**src/tcb_ram.sv**
```systemverilog
// Generic single-port-write, single-port-read RAM with registered read data.
module tcb_ram #(
  parameter int WIDTH = 8,
  parameter int DEPTH = 16
) (
  input  logic                     clk,
  input  logic                     we,
  input  logic [$clog2(DEPTH)-1:0] waddr,
  input  logic [WIDTH-1:0]         wdata,
  input  logic [$clog2(DEPTH)-1:0] raddr,
  output logic [WIDTH-1:0]         rdata
);

  logic [WIDTH-1:0] mem [DEPTH];

  // Write port and registered read port
  always_ff @(posedge clk) begin
    if (we) begin
      mem[waddr] <= wdata;
    end
    rdata <= mem[raddr];
  end

endmodule

```
**config.mk**
```make
export PLATFORM = sky130hd
export DESIGN_NAME = tcb_ram
export DESIGN_NICKNAME = d
export VERILOG_FILES = /design/src/tcb_ram.sv
export SDC_FILE = /design/constraint.sdc
export NUM_CORES = 1
export LEC_CHECK = 0
export ABC_AREA = 1
export ABC_CLOCK_PERIOD_IN_PS = 1100
export BUFFER_PORTS_ARGS = -buffer_cell sky130_fd_sc_hd__buf_4
export CORE_AREA = 5 5 109 111
export CTS_CLUSTER_DIAMETER = 120
export DETAILED_ROUTE_END_ITERATION = 10
export DIE_AREA = 0 0 114 116
export HOLD_SLACK_MARGIN = 0.08
export PLACE_DENSITY = 0.83
export SYNTH_ARGS = -nofsm -noshare
export SYNTH_HDL_FRONTEND = slang
export SYNTH_SLANG_ARGS = --single-unit
```
**constraint.sdc**
```tcl
create_clock -name clk -period 1.1 [get_ports clk]
set_input_delay 0.22 -clock clk [delete_from_list [all_inputs] [get_ports clk]]
set_output_delay 0.22 -clock clk [all_outputs]
set_load 0.01 [all_outputs]
```
==> results.toml <==
[run_status]
status = "finished with violations"
violations = "setup timing"

[cells_and_area]
fin_area_um2 = 6990
finalNetCount = 629
drive_gt1_frac = 0.159
area_delta_synth_final_pct = 21.3
diodes = 0

[clocking]
cts_made_buffers = 17
cts.path.max_buffers = 2
htreeDepth = 4
cts_num_sinks = 136
cts_setup_buffers = 0
clock_latency_ns = 0.52
clk_pin_slew_ns = 0.06
cts_root_buffer = "clkbuf_8"
cts_tree = "yes"

[placement]
placed_area_um2 = 6280
gp_congestion = 0.880
hpwlAfterDp_mm = 8.58
port_buffers = 25

[global_routing]
grt_pass1_wl_mm = 21.9
grt_overflow_total = 0
grt_max_degree = 26
grt_pass1_vias = 4088
antenna_found_initial = 0
grt_use_total = 0.226

[floorplan]
die_h_um = 116
initial_core_util = 0.539
boundaryPins = 26
core.rowCount = 38
core_area_um2 = 10700
die_width_um = 114
die_area_um2 = 13200

[timing]
fmax_mhz = 828
relSlewSlack = 0.778
finalSetupViolCount = 9
hold_viol_final = 0
whs_ns = 0.231
rsz0062_at_grt = "true"
layout_min_cycle_time_ns = 1.21
skew_ns = 0.00598
tns_ns = -0.641
fin_crit_sh = 1.10
setup_slack_ns = -0.108
drv_slew = 0
tightest_slew_ns = 0.331

[worst_setup_path]
r2r_slack_ns = 0
cp_top_family = "flip-flops"
critPathArrivalTime_ns = 0.99
end_kind = "primary output"
startpoint_type = "flip-flop"
critPathMaxFanout = 1
crit_type = "reg2out"
worst_path_largest_cell_delay_ns = 0.36
crit_chain = "buf_6"
crit_required_ns = 0.88
reg2reg_depth = 6
r2r_end = "rdata[2]"
reg2reg_from = "mem[1][2]"
cp_slowest_cell = "dfxtp_2"
path_buf_inv = 1

[worst_hold_path]
hp-start = "raddr[2]"
hold_path.class = "in2reg"
hold_depth = 6
hold_path_end = "rdata[3]"

[power_and_ir_drop]
p_leak_uw = 0.00305
cellPowerDensity_nw_per_um2 = 1750
ir_worst_vdd_mv = 1.32

[detailed_routing]
routed_via_density = 5.46
wl_mm = 14.2
wl_per_cell_um = 18.5
drt_pass1_iterations = 6
ant_nets = 0
drc = 0
drt_first_iter_violations = 507
num_vias = 4173

[synth]
avgSynthCellArea_um2 = 10.5
synth_area_um2 = 5770
yosys-top-cells-area = "edfxtp_1 67%, nand2_1 11%, nand3_1 8.4%"
synth_top_area_cell = "edfxtp_1"
yosysWarningCount = 0
synth_top_area_share = 0.667
ys_types = 12
synth_seq_area_share = 0.694
netlist_instances = 551
syn_nets = 569
synth-seq-cells = 136

[flow_run]
maxCapViolations = 0
[report_power, final]
part	switching, µW	internal, µW
Sequential	49.4	5800
Combinational	552	329
Clock	2090	3430
[synth_stat cells]
library cell  number
buf_1              1
buf_2             13
buf_4              4
buf_6              6
dfxtp_1            8
edfxtp_1         128
inv_1            100
inv_2              2
nand2_1          173
nand3_1           97
nand3b_1           2
nor2_1            17
[cell families (layout without fill, tap and decap cells)]
| group | count (synthesis) | after routing | share of synthesized area |
|---|---|---|---|
| simple gates | 289 | 289 | 0.210 |
| flops | 136 | 136 | 0.694 |
| buf+inv | 126 | 199 | 0.0952 |
[layer usage]
| layer | routed length (µm) | vias up | GRT usage |
|---|---|---|---|
| met3 | 1310 | 44 | 0.0590 |
| li1 | - | 1895 | - |
| met5 | 0 | - | 0 |
| met4 | 447 | 0 | 0.112 |
| met1 | 5290 | 1970 | 0.277 |
| met2 | 7120 | 264 | 0.374 |
[sequential cells by signal (all words and copies together) (netlist names)]
| register | count |
|---|---|
| mem | 128 |
| rdata | 8 |
[cell type report]
cell class,instances,area (µm²)
timing repair buffer,65,616
tap,140,175
clock inverter,13,153
clock buffer,19,422
multi-input combinational,289,1230
sequential,136,4010
fill,743,3700
inverter,102,383
[cells in the final DEF (no fill, tap or decap)]
cell type and instances:
clkbuf_16 16, edfxtp_1 128, clkinv_2 2, nand3_1 96
clkbuf_8 1, bufinv_16 3, nor2_2 5, inv_1 100
buf_6 8, buf_4 42, clkbuf_1 2, inv_2 2
clkinv_1 3, clkinvlp_4 2, buf_12 6, nand3_2 1
clkinv_4 1, inv_6 2, dlygate4sd3_1 9, nand3b_1 2
nand2_1 173, nor2_1 12, dfxtp_2 8
[metrics by stage]
| stage | cells | setup slack, ns | total power [µW] | utilization |
|---|---|---|---|---|
| floorplan | 551 | -0.0708 | 6360 | - |
| global placement | 723 | -0.126 | 6720 | 0.587 |
| detailed placement | 723 | -0.166 | 6740 | 0.587 |
| CTS | 764 | -0.116 | 12300 | 0.653 |
| global route | 764 | -0.137 | 12600 | 0.654 |
| finish | 764 | -0.108 | 12300 | 0.654 |
[worst max-delay path by stage]
stage / startpoint / endpoint / slack, ns / depth (start not counted)
detailed placement: raddr[0] / rdata[6] / -0.17 / 7
floorplan: waddr[2] / mem[11][0] / -0.07 / 2
global route: rdata[1] / rdata[1] / -0.14 / 1
finish: rdata[6] / rdata[6] / -0.11 / 1
CTS: rdata[7] / rdata[7] / -0.12 / 1
global placement: raddr[0] / rdata[3] / -0.13 / 8
[what timing repair did]
item,in CTS,in global routing
setup endpoints to repair,8,9
hold buffers,9,0
resized for setup,13,4
hold endpoints to repair,134,0
No activity file was read; power rests on OpenSTA's default activity.
